--- config.mk ---
export PLATFORM = sky130hd
export DESIGN_NAME = vdr_cell
export DESIGN_NICKNAME = d
export VERILOG_FILES = /design/src/rtl/vdr_pkg.sv /design/src/rtl/vdr_cell.sv
export SDC_FILE = /design/constraint.sdc
export NUM_CORES = 1
export LEC_CHECK = 0
export BUFFER_PORTS_ARGS = -buffer_cell sky130_fd_sc_hd__buf_2
export CAP_MARGIN = 20
export CORE_ASPECT_RATIO = 0.75
export CORE_MARGIN = 1
export CORE_UTILIZATION = 42
export CTS_BUF_LIST = sky130_fd_sc_hd__clkbuf_8
export CTS_CLUSTER_SIZE = 20
export DETAILED_ROUTE_END_ITERATION = 8
export HOLD_SLACK_MARGIN = 0.1
export PLACE_DENSITY = 0.82
export SLEW_MARGIN = 20
export SYNTH_ARGS = -nofsm -noshare
export SYNTH_HDL_FRONTEND = slang
export SYNTH_SLANG_ARGS = --single-unit
--- constraint.sdc ---
create_clock -name clk_i -period 2.1 [get_ports clk_i]
set_clock_uncertainty 0.05 [all_clocks]
set_input_delay 0.105 -clock clk_i [delete_from_list [all_inputs] [get_ports clk_i]]
set_output_delay 0.105 -clock clk_i [all_outputs]
set_load 0.005 [all_outputs]
--- src/rtl/vdr_pkg.sv ---
// Shared types and codes for the vertex dedup reindexer.
`default_nettype none
package vdr_pkg;

  localparam int unsigned IDX_W    = 32;
  localparam int unsigned COORD_W  = 24;
  localparam int unsigned VERT_W   = 2 * COORD_W;
  localparam int unsigned THR_W    = 51;
  localparam int unsigned UCNT_W   = 9;
  localparam int unsigned CFG_IDX_W = 1;
  localparam int unsigned CFG_DATA_W = 51;

  localparam logic [IDX_W-1:0] RESTART_MARKER_RST = '1;
  localparam logic [THR_W-1:0] MATCH_DIST_RST = THR_W'(1);

  typedef enum logic [CFG_IDX_W-1:0] {
    CFG_RESTART_MARKER = 1'b0,
    CFG_MATCH_DIST     = 1'b1
  } cfg_reg_e;

  typedef enum logic [1:0] {
    OUT_MATCHED = 2'd0,
    OUT_STORED  = 2'd1,
    OUT_RESTART = 2'd2,
    OUT_FULL    = 2'd3
  } outcome_e;

  // status from the distance unit back to the sequencer
  typedef struct packed {
    logic hit;
    logic busy;
  } match_stat_t;

endpackage
`default_nettype wire

--- src/rtl/vdr_cell.sv ---
// One slot of the rotating vertex ring.
`default_nettype none
module vdr_cell (
  input  wire                          clk_i,
  input  wire                          shift_i,
  input  wire                          load_i,
  input  wire  [vdr_pkg::VERT_W-1:0]   shift_in_i,
  input  wire  [vdr_pkg::VERT_W-1:0]   load_data_i,
  output logic [vdr_pkg::VERT_W-1:0]   vert_o
);
  import vdr_pkg::*;

  logic [VERT_W-1:0] vert_q, vert_d;

  always_comb begin
    vert_d = vert_q;
    if (load_i) begin
      vert_d = load_data_i;
    end else if (shift_i) begin
      vert_d = shift_in_i;
    end
  end

  always_ff @(posedge clk_i) begin
    vert_q <= vert_d;
  end

  assign vert_o = vert_q;

endmodule
`default_nettype wire

==> flow_summary.yaml, run 1 <==
route:
  drc_errors: 0
  dr.pass1.iters: 4
  routedWlPerCell_microns: 15.9
  drtAntennaViolNets: 0
  drtIter0Drc: 105
  routed_wl_mm: 6.48
  vias_per_cell: 4.67
  vias: 1906
sta:
  timing.final.crit_share: 0.812
  setup_viol: 0
  rsz0062_at_grt: "no"
  worst_pin_slew_ns: 0.388
  tns_ns: 0
  max_slew_margin: 0.741
  finalHoldViolCount: 0
  fmax_mhz: 586
  drv_slew: 0
  fin_ws_ns: 0.394
  min_period_ns: 1.71
die:
  initial_utilization: 0.450
  core_area_sq_mm: 0.00460
  rows: 21
  io_pins: 147
  dieWidth_microns: 83.0
  die_h_microns: 62.8
  die_area_sq_mm: 0.00521
yosys:
  yosysMostFrequentCell: "edfxtp_1"
  synth_top_flop_cell: "edfxtp_1"
  synth_top_area_frac: 0.697
  synth_area_leaders: "edfxtp_1 70%, mux2_2 21%, mux2_4 6.5%"
  seq_area_frac_synth: 0.697
  ys_warn_count: 0
  syn_nets: 201
  synth.top_cells.by_count: "48 x edfxtp_1, 39 x mux2_2, 9 x mux2_4"
  avgSynthCellArea_sq_um: 20.3
  synth-edff-count: 48
  async_reset_ff_frac: 0
  synthCells: 102
  synth_cell_types: 6
  syn-cell-area_sq_mm: 0.00207
  yosysTopAreaCell: "edfxtp_1"
  yosys_register_bits: 48
clock_tree:
  cts_setup_buffers: 0
  cts_tree: "yes"
  clkSinkCount: 48
  htree_num_levels: 2
  cts_hold_buf: 96
  cts_buffers: 5
  ctsResizeCount: 0
  ctsRootBufferMaster: "clkbuf_8"
  clockBufferDepth: 2
  clkTransAtPathRegs_ns: 0.09
placed_design:
  gp_congestion: 0.714
  io_buffers: 146
  dpl_cell_area_sq_mm: 0.00287
  dp_worst_setup_slack_ns: 0.647
worst_setup_path:
  crit_required_ns: 2.09
  critPathKind: "in -> reg"
  startpoint: "load_i"
  worstPathMaxFanout: 17
  endpoint_kind: "flop"
  cp.arrival_ns: 1.70
  cp-start-kind: "input port"
global_routing:
  grt_overflow: 0
  antenna_found_initial: 0
  grt_use_total: 0.264
  grt_max_degree: 28
  grt_pass1_wl_mm: 10.4
  grt_pass1_vias: 2137
worst_hold_path:
  min_path_type: "in -> reg"
  min_path_cells: 3
  worstHoldStart: "shift_i"
  whs_endpoint: "vert_o[46]"
finish:
  utilization: 0.856
  final_nets: 449
  largest_register_ffs: 48
  syn_to_final_growth_pct: 90.4
  drive_gt1_frac: 0.587
  stdcell_area_sq_mm: 0.00394
  multiInputGateArea_sq_um: 581
  fillCellCount: 226
  diodes: 0
  regArea_sq_mm: 0.00144
power_and_ir_drop:
  pwr_density_cell_mw_per_mm2: 605
  p_leak_nw: 1.78
  power_mw: 2.38
  peakVddDrop_uv: 597
run:
  maxCapViolations: 0
run_status:
  status: "completed"
-- power breakdown --
group	leakage, nW	switching [mW]	internal [mW]	total (mW)
clock network	0.0593	0.293	0.349	0.641
logic	1.23	0.179	0.355	0.533
registers	0.489	0.0304	1.18	1.21
-- placed cells by master (no fill, tap or decap) --
cell type and instances:
mux2_2 39, buf_2 146, clkbuf_8 5, buf_12 1
inv_1 1, clkinv_2 1, or2_2 1, dlygate4sd3_1 96
bufinv_16 1, edfxtp_1 48, buf_4 3, mux2_4 9
-- metal layers --
layer,GRT usage,vias up,wire [microns]
met5,0,-,0
met1,0.277,909,2460
met3,0.0793,9,453
li1,-,893,-
met4,0.0690,0,70
met2,0.511,95,3490
-- critical path, stage by stage --
cell           delay (ns)
buf_2                0.33
buf_4                0.32
mux2_2               0.36
dlygate4sd3_1        0.57
-- worst max-delay path by stage --
stage,slack [ns],end,cells past startpoint
final,0.39,vert_o[15],4
after global routing,0.35,vert_o[5],4
after CTS,0.43,vert_o[7],4
after detailed placement,0.65,vert_o[11],3
after global placement,0.66,vert_o[7],3
after floorplan,0.14,vert_o[0],3
-- kinds of logic (layout without fill, tap and decap cells) --
group	Yosys count	after routing	synth area share
buf+inv	5	254	0.0218
flops	48	48	0.697
mux	48	48	0.278
simple gates	1	1	0.00303
-- through the flow --
| stage | cells | hold WS (ns) |
|---|---|---|
| after floorplan | 102 | 0.272 |
| after global placement | 304 | 0.356 |
| after detailed placement | 304 | 0.359 |
| after CTS | 408 | 0.381 |
| after global routing | 408 | 0.443 |
| final | 408 | 0.399 |
-- layout make-up --
type                            count  area share
Timing Repair Buffer              246       0.441
Clock buffer                        5      0.0175
Multi-Input combinational cell     49       0.148
Sequential cell                    48       0.366
Clock inverter                      3     0.00986
Tap cell                           57      0.0181
Power figures use the tool's default switching activity.
==> inputs of run 2 (changes only) <==
==> constraint.sdc (replaced) <==
create_clock -name clk_i -period 1.62 [get_ports clk_i]
set_clock_uncertainty 0.05 [all_clocks]
set_input_delay 0.081 -clock clk_i [delete_from_list [all_inputs] [get_ports clk_i]]
set_output_delay 0.081 -clock clk_i [all_outputs]
set_load 0.005 [all_outputs]
==> flow_summary.yaml, run 2 (synthesis results as in run 1) <==
run_status:
  status: "finished, violations left"
  failed_checks: "setup timing"
power_and_ir_drop:
  seqPwrFrac: 0.537
  p_sw_mw: 0.629
  pwr_density_cell_mw_per_mm2: 741
  switching_share: 0.217
  p_leak_nw: 1.77
  pwr-share-clk: 0.222
  peakVddDrop_uv: 577
  comb_power_share: 0.241
  cell_internal_pwr_mw: 2.28
global_routing:
  grt_overflow: 0
  grt_pass1_vias: 2184
  grt_max_degree: 49
  grt_pass1_wl_mm: 10.5
  grt_use_total: 0.267
  antenna_found_initial: 0
route:
  vias: 1938
  drtAntennaViolNets: 0
  drtIter0Drc: 45
  vias_per_cell: 4.77
  routedWlPerCell_microns: 16.6
  dr.pass1.iters: 4
  drc_errors: 0
  routed_wl_mm: 6.74
clock_tree:
  cts_hold_buf: 96
  cts_setup_buffers: 0
  ctsRootBufferMaster: "clkbuf_8"
  clockBufferDepth: 2
  ctsResizeCount: 0
  cts_tree: "yes"
  htree_num_levels: 2
  clkTransAtPathRegs_ns: 0.09
  cts_buffers: 5
  clkSinkCount: 48
worst_setup_path:
  crit_path_top_delay_cell: "dlygate4sd3_1"
  cp_top_family: "buffers and inverters"
  worstPathMaxFanout: 1
  startpoint: "load_data_i[12]"
  cp.arrival_ns: 1.60
  crit_end: "vert_o[12]"
  crit_buf_inv: 3
  worst_path_most_repeated_cell: "dlygate4sd3_1"
  critPathKind: "in -> reg"
  crit_chain: "dlygate4sd3_1, buf_2, mux2_2, dlygate4sd3_1"
  cp-start-kind: "input port"
  crit_required_ns: 1.60
  endpoint_kind: "flop"
  path_depth: 4
  cpPeakStageDelay_ns: 0.56
sta:
  fin_ws_ns: -0.00495
  finalHoldViolCount: 0
  max_slew_margin: 0.832
  tns_ns: -0.00495
  timing.final.crit_share: 1.00
  drv_slew: 0
  min_period_ns: 1.62
  worst_pin_slew_ns: 0.251
  fmax_mhz: 615
  setup_viol: 1
  rsz0062_at_grt: "no"
finish:
  syn_to_final_growth_pct: 89.8
  utilization: 0.853
  drive_gt1_frac: 0.585
  stdcell_area_sq_mm: 0.00392
  largest_register_ffs: 48
  layout_commonest_cell: "buf_2"
  most-common-layout-cells: "146 x buf_2, 96 x dlygate4sd3_1, 48 x edfxtp_1, 39 x mux2_2, 9 x mux2_4"
  diodes: 0
  final_nets: 448
run:
  maxCapViolations: 0
die:
  dieWidth_microns: 83.0
  die_area_sq_mm: 0.00521
  core_area_sq_mm: 0.00460
  die_h_microns: 62.8
  rows: 21
  io_pins: 147
  initial_utilization: 0.450
worst_hold_path:
  worstHoldStart: "shift_i"
  min_path_type: "in -> reg"
placed_design:
  gp_congestion: 0.742
  dpl_cell_area_sq_mm: 0.00288
  dp_worst_setup_slack_ns: 0.455
  io_buffers: 146
## run 2: cell types whose count changed in the layout (fill, tap and decap cells not counted)
cell,previous run,this run
buf_12,1,3
buf_4,3,0
bufinv_16,1,0
## run 2: metrics by stage
step / instances / total power [mW] / hold slack [ns]
after global placement: 303 / 2.02 / 0.332
after global routing: 406 / 3.03 / 0.378
final: 406 / 2.91 / 0.359
after floorplan: 102 / 1.76 / 0.248
after detailed placement: 303 / 2.03 / 0.335
after CTS: 406 / 2.90 / 0.365
## run 2: worst min path at each step
| stage | depth (start not counted) | slack (ns) | to |
|---|---|---|---|
| 5_1_grt | 3 | 0.38 | vert_o[14] |
| 4_1_cts | 3 | 0.37 | vert_o[10] |
| 2_1_floorplan | 1 | 0.25 | vert_o[36] |
| 3_3_place_gp | 2 | 0.33 | vert_o[21] |
| 6_report | 3 | 0.36 | vert_o[3] |
| 3_5_place_dp | 2 | 0.33 | vert_o[44] |
## run 2: tightest hold or removal path, stage by stage
cell and delay [ns]:
buf_2 0.07, or2_2 0.11, buf_12 0.26
## run 2: area by class of cell
class | instances | area, sq um
Timing Repair Buffer | 245 | 1750
Sequential cell | 48 | 1440
Fill cell | 220 | 676
Multi-Input combinational cell | 49 | 581
Tap cell | 57 | 71.3
Clock buffer | 5 | 68.8
Clock inverter | 2 | 8.76
## run 2: power by group through the flow
stage	registers, mW	logic [mW]	clock network [mW]
floorplan	1.61	0.153	0
global placement	1.58	0.442	0
detailed placement	1.58	0.451	0
CTS	1.56	0.669	0.674
global route	1.57	0.743	0.717
finish	1.56	0.699	0.645
## run 2: layer usage
layer | wire, microns | up-vias | GRT usage | share of wire
met2 | 3720 | 113 | 0.518 | 0.55
met5 | 0 | - | 0 | 0
li1 | - | 894 | - | -
met3 | 555 | 26 | 0.0964 | 0.082
met1 | 2150 | 905 | 0.238 | 0.32
met4 | 309 | 0 | 0.144 | 0.046
