## src/rtl/vdr_pkg.sv

```systemverilog
// Shared types and codes for the vertex dedup reindexer.
`default_nettype none
package vdr_pkg;

  localparam int unsigned IDX_W    = 32;
  localparam int unsigned COORD_W  = 24;
  localparam int unsigned VERT_W   = 2 * COORD_W;
  localparam int unsigned THR_W    = 51;
  localparam int unsigned UCNT_W   = 9;
  localparam int unsigned CFG_IDX_W = 1;
  localparam int unsigned CFG_DATA_W = 51;

  localparam logic [IDX_W-1:0] RESTART_MARKER_RST = '1;
  localparam logic [THR_W-1:0] MATCH_DIST_RST = THR_W'(1);

  typedef enum logic [CFG_IDX_W-1:0] {
    CFG_RESTART_MARKER = 1'b0,
    CFG_MATCH_DIST     = 1'b1
  } cfg_reg_e;

  typedef enum logic [1:0] {
    OUT_MATCHED = 2'd0,
    OUT_STORED  = 2'd1,
    OUT_RESTART = 2'd2,
    OUT_FULL    = 2'd3
  } outcome_e;

  // status from the distance unit back to the sequencer
  typedef struct packed {
    logic hit;
    logic busy;
  } match_stat_t;

endpackage
`default_nettype wire

```

## src/rtl/vdr_match.sv

```systemverilog
// Pipelined distance test between the query vertex and the ring head.
`default_nettype none
module vdr_match #(
  parameter int unsigned TAG_W = 8
) (
  input  wire                         clk_i,
  input  wire                         rst_ni,
  input  wire                         valid_i,
  input  wire  [TAG_W-1:0]            tag_i,
  input  wire  [vdr_pkg::COORD_W-1:0] qx_i,
  input  wire  [vdr_pkg::COORD_W-1:0] qy_i,
  input  wire  [vdr_pkg::VERT_W-1:0]  vert_i,
  input  wire  [vdr_pkg::THR_W-1:0]   thr_i,
  output vdr_pkg::match_stat_t        stat_o,
  output logic [TAG_W-1:0]            tag_o
);
  import vdr_pkg::*;

  localparam int unsigned DW = COORD_W + 1;
  localparam int unsigned SW = 2 * DW;

  logic [COORD_W-1:0] sx, sy;
  logic signed [DW-1:0] dx, dy;
  logic [DW-1:0] ax_d, ay_d;

  // stage 1: absolute differences
  logic           v1_q, eq1_q;
  logic [TAG_W-1:0] tag1_q;
  logic [DW-1:0]  ax_q, ay_q;
  // stage 2: squares
  logic           v2_q, eq2_q;
  logic [TAG_W-1:0] tag2_q;
  logic [SW-1:0]  sqx_q, sqy_q;
  // stage 3: sum and compare
  logic           v3_q, eq3_q;
  logic [TAG_W-1:0] tag3_q;
  logic [SW-1:0]  sqx3_q, sqy3_q;
  logic [THR_W-1:0] dsq;

  assign sx = vert_i[COORD_W-1:0];
  assign sy = vert_i[VERT_W-1:COORD_W];
  assign dx = $signed({qx_i[COORD_W-1], qx_i}) - $signed({sx[COORD_W-1], sx});
  assign dy = $signed({qy_i[COORD_W-1], qy_i}) - $signed({sy[COORD_W-1], sy});
  assign ax_d = dx[DW-1] ? DW'(-dx) : DW'(dx);
  assign ay_d = dy[DW-1] ? DW'(-dy) : DW'(dy);

  always_ff @(posedge clk_i or negedge rst_ni) begin
    if (!rst_ni) begin
      v1_q <= 1'b0;
      v2_q <= 1'b0;
      v3_q <= 1'b0;
    end else begin
      v1_q <= valid_i;
      v2_q <= v1_q;
      v3_q <= v2_q;
    end
  end

  always_ff @(posedge clk_i) begin
    eq1_q  <= (sx == qx_i) && (sy == qy_i);
    tag1_q <= tag_i;
    ax_q   <= ax_d;
    ay_q   <= ay_d;
    eq2_q  <= eq1_q;
    tag2_q <= tag1_q;
    sqx_q  <= ax_q * ax_q;
    sqy_q  <= ay_q * ay_q;
    eq3_q  <= eq2_q;
    tag3_q <= tag2_q;
    sqx3_q <= sqx_q;
    sqy3_q <= sqy_q;
  end

  assign dsq = THR_W'(sqx3_q) + THR_W'(sqy3_q);

  // bit-identical positions match even with a zero threshold
  assign stat_o.hit  = v3_q && (eq3_q || (dsq < thr_i));
  assign stat_o.busy = v1_q || v2_q || v3_q;
  assign tag_o       = tag3_q;

endmodule
`default_nettype wire

```

## config.mk

```make
export PLATFORM = sky130hd
export DESIGN_NAME = vdr_match
export DESIGN_NICKNAME = d
export VERILOG_FILES = /design/src/rtl/vdr_pkg.sv /design/src/rtl/vdr_match.sv
export SDC_FILE = /design/constraint.sdc
export NUM_CORES = 2
export LEC_CHECK = 0
export BUFFER_PORTS_ARGS = -buffer_cell sky130_fd_sc_hd__buf_2
export CAP_MARGIN = 10
export CELL_PAD_IN_SITES_DETAIL_PLACEMENT = 0
export CELL_PAD_IN_SITES_GLOBAL_PLACEMENT = 1
export CORE_ASPECT_RATIO = 0.9
export CORE_MARGIN = 3
export CORE_UTILIZATION = 30
export DETAILED_ROUTE_END_ITERATION = 8
export PLACE_DENSITY_LB_ADDON = 0.1
export SYNTH_ARGS = -nofsm -noshare
export SYNTH_HDL_FRONTEND = slang
export SYNTH_SLANG_ARGS = --single-unit
export TNS_END_PERCENT = 5
```

## constraint.sdc

```tcl
create_clock -name clk_i -period 8.4 [get_ports clk_i]
set_clock_uncertainty 0.05 [all_clocks]
set_input_delay 1.68 -clock clk_i [delete_from_list [all_inputs] [get_ports clk_i]]
set_output_delay 1.68 -clock clk_i [all_outputs]
set_load 0.02 [all_outputs]
```

==> metrics.md <==
| Metric | Value |
|---|---|
| Final WL | 140,000 um |
| Placeable Area | 160,000 um^2 |
| Number of pins with negative max-slew slack in the final report | 0 |
| Ordered list of cells on the worst path | ha_1, and2_1, or3b_2, o21ai_1, nor3_1, o21ai_0, o21bai_2, and2_1, o211ai_1, a21oi_1, xnor2_1, ha_1, a21o_1, a21o_1, a21o_1, a21o_1, a21oi_1, nor2b_1, o21ai_0, nand2b_2, o41ai_1, buf_4, o211a_1, buf_2 |
| Detailed-route wire length per cell | 18.2 um |
| Worst path most repeated cell | sky130_fd_sc_hd__a21o_1 |
| Worst min path class | register to register |
| Number of routed nets with antenna violations | 0 |
| Die Footprint | 167,000 um^2 |
| Remaining DRCs | 0 |
| Starting utilization of the core area | 30.4% |
| Number of standard-cell rows in the floorplan | 139 |
| Path type of the worst setup path | register to output pin |
| Detailed-router iteration count before antenna repair | 5 |
| Yosys top cell by area | sky130_fd_sc_hd__fa_1 |
| RSZ-0062 raised after global routing | true |
| Topmost layer with routed signal wires | met4 |
| Hold violation count in the final report | 0 |
| Met1 routed wirelength after detailed routing | 67,100 um |
| IO Pins | 168 |
| Grt ovf | 0 |
| Actual transition at the worst max-transition pin | 1.02 ns |
| Met3 Wirelength | 4280 um |
| Clock tree from TritonCTS | yes |
| Worst Setup EP | stat_o[1] |
| Die Span X | 431 um |
| Maximum number of pins on one net before global-route repair | 26 |
| Global-route wire length before repair | 221,000 um |
| Post-Syn Instances | 5,386 |
| Ranking of synthesized cells by area | sky130_fd_sc_hd__fa_1 (38%), sky130_fd_sc_hd__ha_1 (13%), sky130_fd_sc_hd__inv_1 (11%), sky130_fd_sc_hd__dfxtp_1 (11%), sky130_fd_sc_hd__nand2_1 (3.4%) |
| Count of hold-fix buffers inserted at cts | 0 |
| TritonCTS Buffers | 40 |
| Data required, critical path | 6.67 ns |
| Run status | finished clean |
| HPWL reported at the end of detailed placement | 123,000 um |
| Nature of the critical path startpoint | register |
| Clock slew seen by the registers of the worst setup and hold paths | 0.06 ns |
| Clock latency of the later-clocked register in the worst-skew pair | 0.62 ns |
| Netlist area before placement | 48,700 um^2 |
| Slowest cell delay on critical path | 0.53 ns |
| Number of global-route vias before repair | 38.1k |
| Critical Path Start | sqx3_q[16] |
| Bufs and invs on worst path | 2 |
| Seq/Total Area, Yosys | 11.4% |
| Master of the slowest instance on the critical path | sky130_fd_sc_hd__or3b_2 |
| Number of logic stages on the critical path including buffering | 24 |
| Source of the worst register-to-register timing path | ay_q[6] |
| Vias per Instance | 4.46 |
| Number of buffers added on ports | 167 |
| Worst Path Max Fanout | 6 |
| Post-Synthesis Mean Instance Area | 9.04 um^2 |
| Setup WS post-layout | 0.306 ns |
| Placer's final routability congestion estimate | 0.820 |
| Count of nets after finishing | 7,179 |
| Synth async-reset ratio | 1.09% |
| Net count after synthesis | 6,998 |
| Number of warnings reported in the yosys synthesis log | 0 |
| Proportion of layout cells with a drive suffix above 1 | 7.27% |
| Number of setup violations in the final report | 0 |
| Fraction of the core area covered by cells at the end of the flow | 33.7% |
| CTS HTree Levels | 2 |
| CTS root buf | sky130_fd_sc_hd__clkbuf_16 |
| Tightest slew margin relative to the limit | 31.6% |
| Post-placement worst setup slack | 0.0745 ns |
| Cell type group with the largest total delay on the critical path | compound AO/OA/AOI/OAI gates |
| Via count of the routed design | 34.4k |
| Data arrival time of the critical path | 6.36 ns |
| Synthesis-to-finish area growth | 11.0% |
| Fraction of the cycle the final worst path needs | 96.4% |
| Library cells used by synthesis | 74 |
| Number of antenna violations at the first check in global routing | 11 |
| Number of sinks driven by the clock tree | 276 |
| Wire length on met2 | 65,800 um |
| Fraction of post-synthesis cell area in the top cell type by area | 38.4% |
| Crit. End Element | output pin |
| Beginning of the worst hold path | sqx_q[30] |
| Clock tree buffer depth | 3 |
| Starting DRT DRC Count | 1,580 |
| All-layer global routing usage | 17.1% |
| Max Clk Rate | 124 MHz |
| Minimum setup slack among reg-to-reg paths | 0.35 ns |
| Crit Reg-Reg Endpoint | sqy_q[48] |
| Post-layout minimum cycle time | 8.09 ns |
| Number of enable-type register cells in the synthesized netlist | 0 |
| Number of register bits inferred by synthesis | 276 |
| Top_reg_cell synth | sky130_fd_sc_hd__dfxtp_1 |
| Die height | 388 um |
| Register-to-Register Path Depth | 27 |
| Max-cap check violation count | 0 |
==> cell usage after synthesis, drive strengths merged, types with 6 or more instances <==
master and n:
o21a 25, a211o 7, nand3 47, a221o 6, o2111ai 10, nand2b 26, or3 13, fa 934
o21bai 28, nor2 187, o211ai 13, xor2 80, or4 6, and2 243, o21ai 108, or2 9
a21o 118, a211oi 23, xnor2 148, a21oi 198, nand4 35, nor3 44, nand2 443, a2111oi 7
a221oi 6, dfxtp 273, buf 8, o31a 6, o31ai 16, and3 25, clkbuf 143, inv 1485
a31oi 31, nor4 12, nor2b 36, ha 520
==> cells by family after synthesis <==
logic type,synth area share [%]
flip-flops,11.4
multiplexers,0.154
adder cells (fa/ha/maj),51.8
AND/OR/NAND/NOR,11.5
XOR/XNOR,4.10
AO/OA/AOI/OAI,8.48
buffers and inverters,12.6
==> cell type report <==
cell class	instances	area, um^2
flip-flops and latches	276	5550
clock buffers	47	1080
diodes	1	2.50
fillers	16928	106000
well taps	2115	2650
inverters	1485	5570
repair buffers	290	1810
multi-input cells	3474	37000
clock inverters	26	330
==> worst reg2reg max path: cells and delay by family, from the launching register on <==
| kind | cells | cell delay [ns] |
|---|---|---|
| AND/OR/NAND/NOR | 1 | 0.20 |
| adder cells (fa/ha/maj) | 8 | 3.92 |
| AO/OA/AOI/OAI | 9 | 2.29 |
| flip-flops | 1 | 0.50 |
| XOR/XNOR | 1 | 0.18 |
| buffers and inverters | 8 | 0.85 |
==> layer usage <==
metal  global-route usage (%)  up-vias
met1                     24.1    17122
met5                        0        -
li1                         -    16677
met4                     3.47        0
met2                     28.5      498
met3                     1.78       94
==> cell usage in the layout, fill, tap and decap left out, types with 7 or more instances in the layout <==
| master | count |
|---|---|
| sky130_fd_sc_hd__xnor2_1 | 148 |
| sky130_fd_sc_hd__buf_4 | 119 |
| sky130_fd_sc_hd__o21ai_0 | 106 |
| sky130_fd_sc_hd__nor4_1 | 12 |
| sky130_fd_sc_hd__a21oi_1 | 196 |
| sky130_fd_sc_hd__nor3_1 | 41 |
| sky130_fd_sc_hd__nor2_1 | 187 |
| sky130_fd_sc_hd__or3_1 | 13 |
| sky130_fd_sc_hd__and2_1 | 243 |
| sky130_fd_sc_hd__a211o_1 | 7 |
| sky130_fd_sc_hd__a31oi_1 | 30 |
| sky130_fd_sc_hd__a211oi_1 | 22 |
| sky130_fd_sc_hd__dfxtp_2 | 8 |
| sky130_fd_sc_hd__nand3_1 | 47 |
| sky130_fd_sc_hd__o21bai_1 | 27 |
| sky130_fd_sc_hd__nand2b_1 | 24 |
| sky130_fd_sc_hd__dfxtp_1 | 265 |
| sky130_fd_sc_hd__nand4_1 | 35 |
| sky130_fd_sc_hd__o2111ai_1 | 10 |
| sky130_fd_sc_hd__fa_1 | 934 |
| sky130_fd_sc_hd__buf_2 | 167 |
| sky130_fd_sc_hd__nor2b_1 | 36 |
| sky130_fd_sc_hd__o211ai_1 | 13 |
| sky130_fd_sc_hd__a21o_1 | 118 |
| sky130_fd_sc_hd__or2_2 | 8 |
| sky130_fd_sc_hd__xor2_1 | 80 |
| sky130_fd_sc_hd__nand2_1 | 443 |
| sky130_fd_sc_hd__inv_1 | 1485 |
| sky130_fd_sc_hd__o31ai_1 | 15 |
| sky130_fd_sc_hd__and3_1 | 25 |
| sky130_fd_sc_hd__ha_1 | 520 |
| sky130_fd_sc_hd__clkbuf_16 | 40 |
| sky130_fd_sc_hd__o21a_1 | 25 |
==> stage by stage <==
stage	area (um^2)	setup TNS, ns	std cells	hold slack, ns
6_report	54000	0	7714	0.264
5_1_grt	54000	-0.0417	7713	0.265
4_1_cts	54000	0	7713	0.261
3_5_place_dp	52600	0	7640	0.262
3_3_place_gp	52600	0	7640	0.260
2_1_floorplan	48700	0	5386	0.260
==> state kept, by name, summed over array words and instances (netlist names), 8 cells and up <==
signal and flops:
sqy_q 49, sqx3_q 49, ax_q 25, sqx_q 49, tag_o 8, tag1_q 8, tag2_q 8, ay_q 25
sqy3_q 49
==> worst min path at each step <==
stage                       to  cells after the start  slack, ns
floorplan                eq2_q                      0       0.26
global placement     tag2_q[1]                      0       0.26
detailed placement   sqx3_q[0]                      0       0.26
CTS                 sqx3_q[30]                      0       0.26
global route        sqx3_q[33]                      0       0.27
finish              sqx3_q[30]                      0       0.26
==> timing repair <==
item / 4_1_cts / 5_1_grt
pin swaps: 0 / 1
buffers inserted: 0 / 0
setup endpoints to repair: 1 / 9
resized for setup: 1 / 17
Power is not shown: default switching activity piles up to over one toggle a cycle in this logic, so the estimate is an artifact.
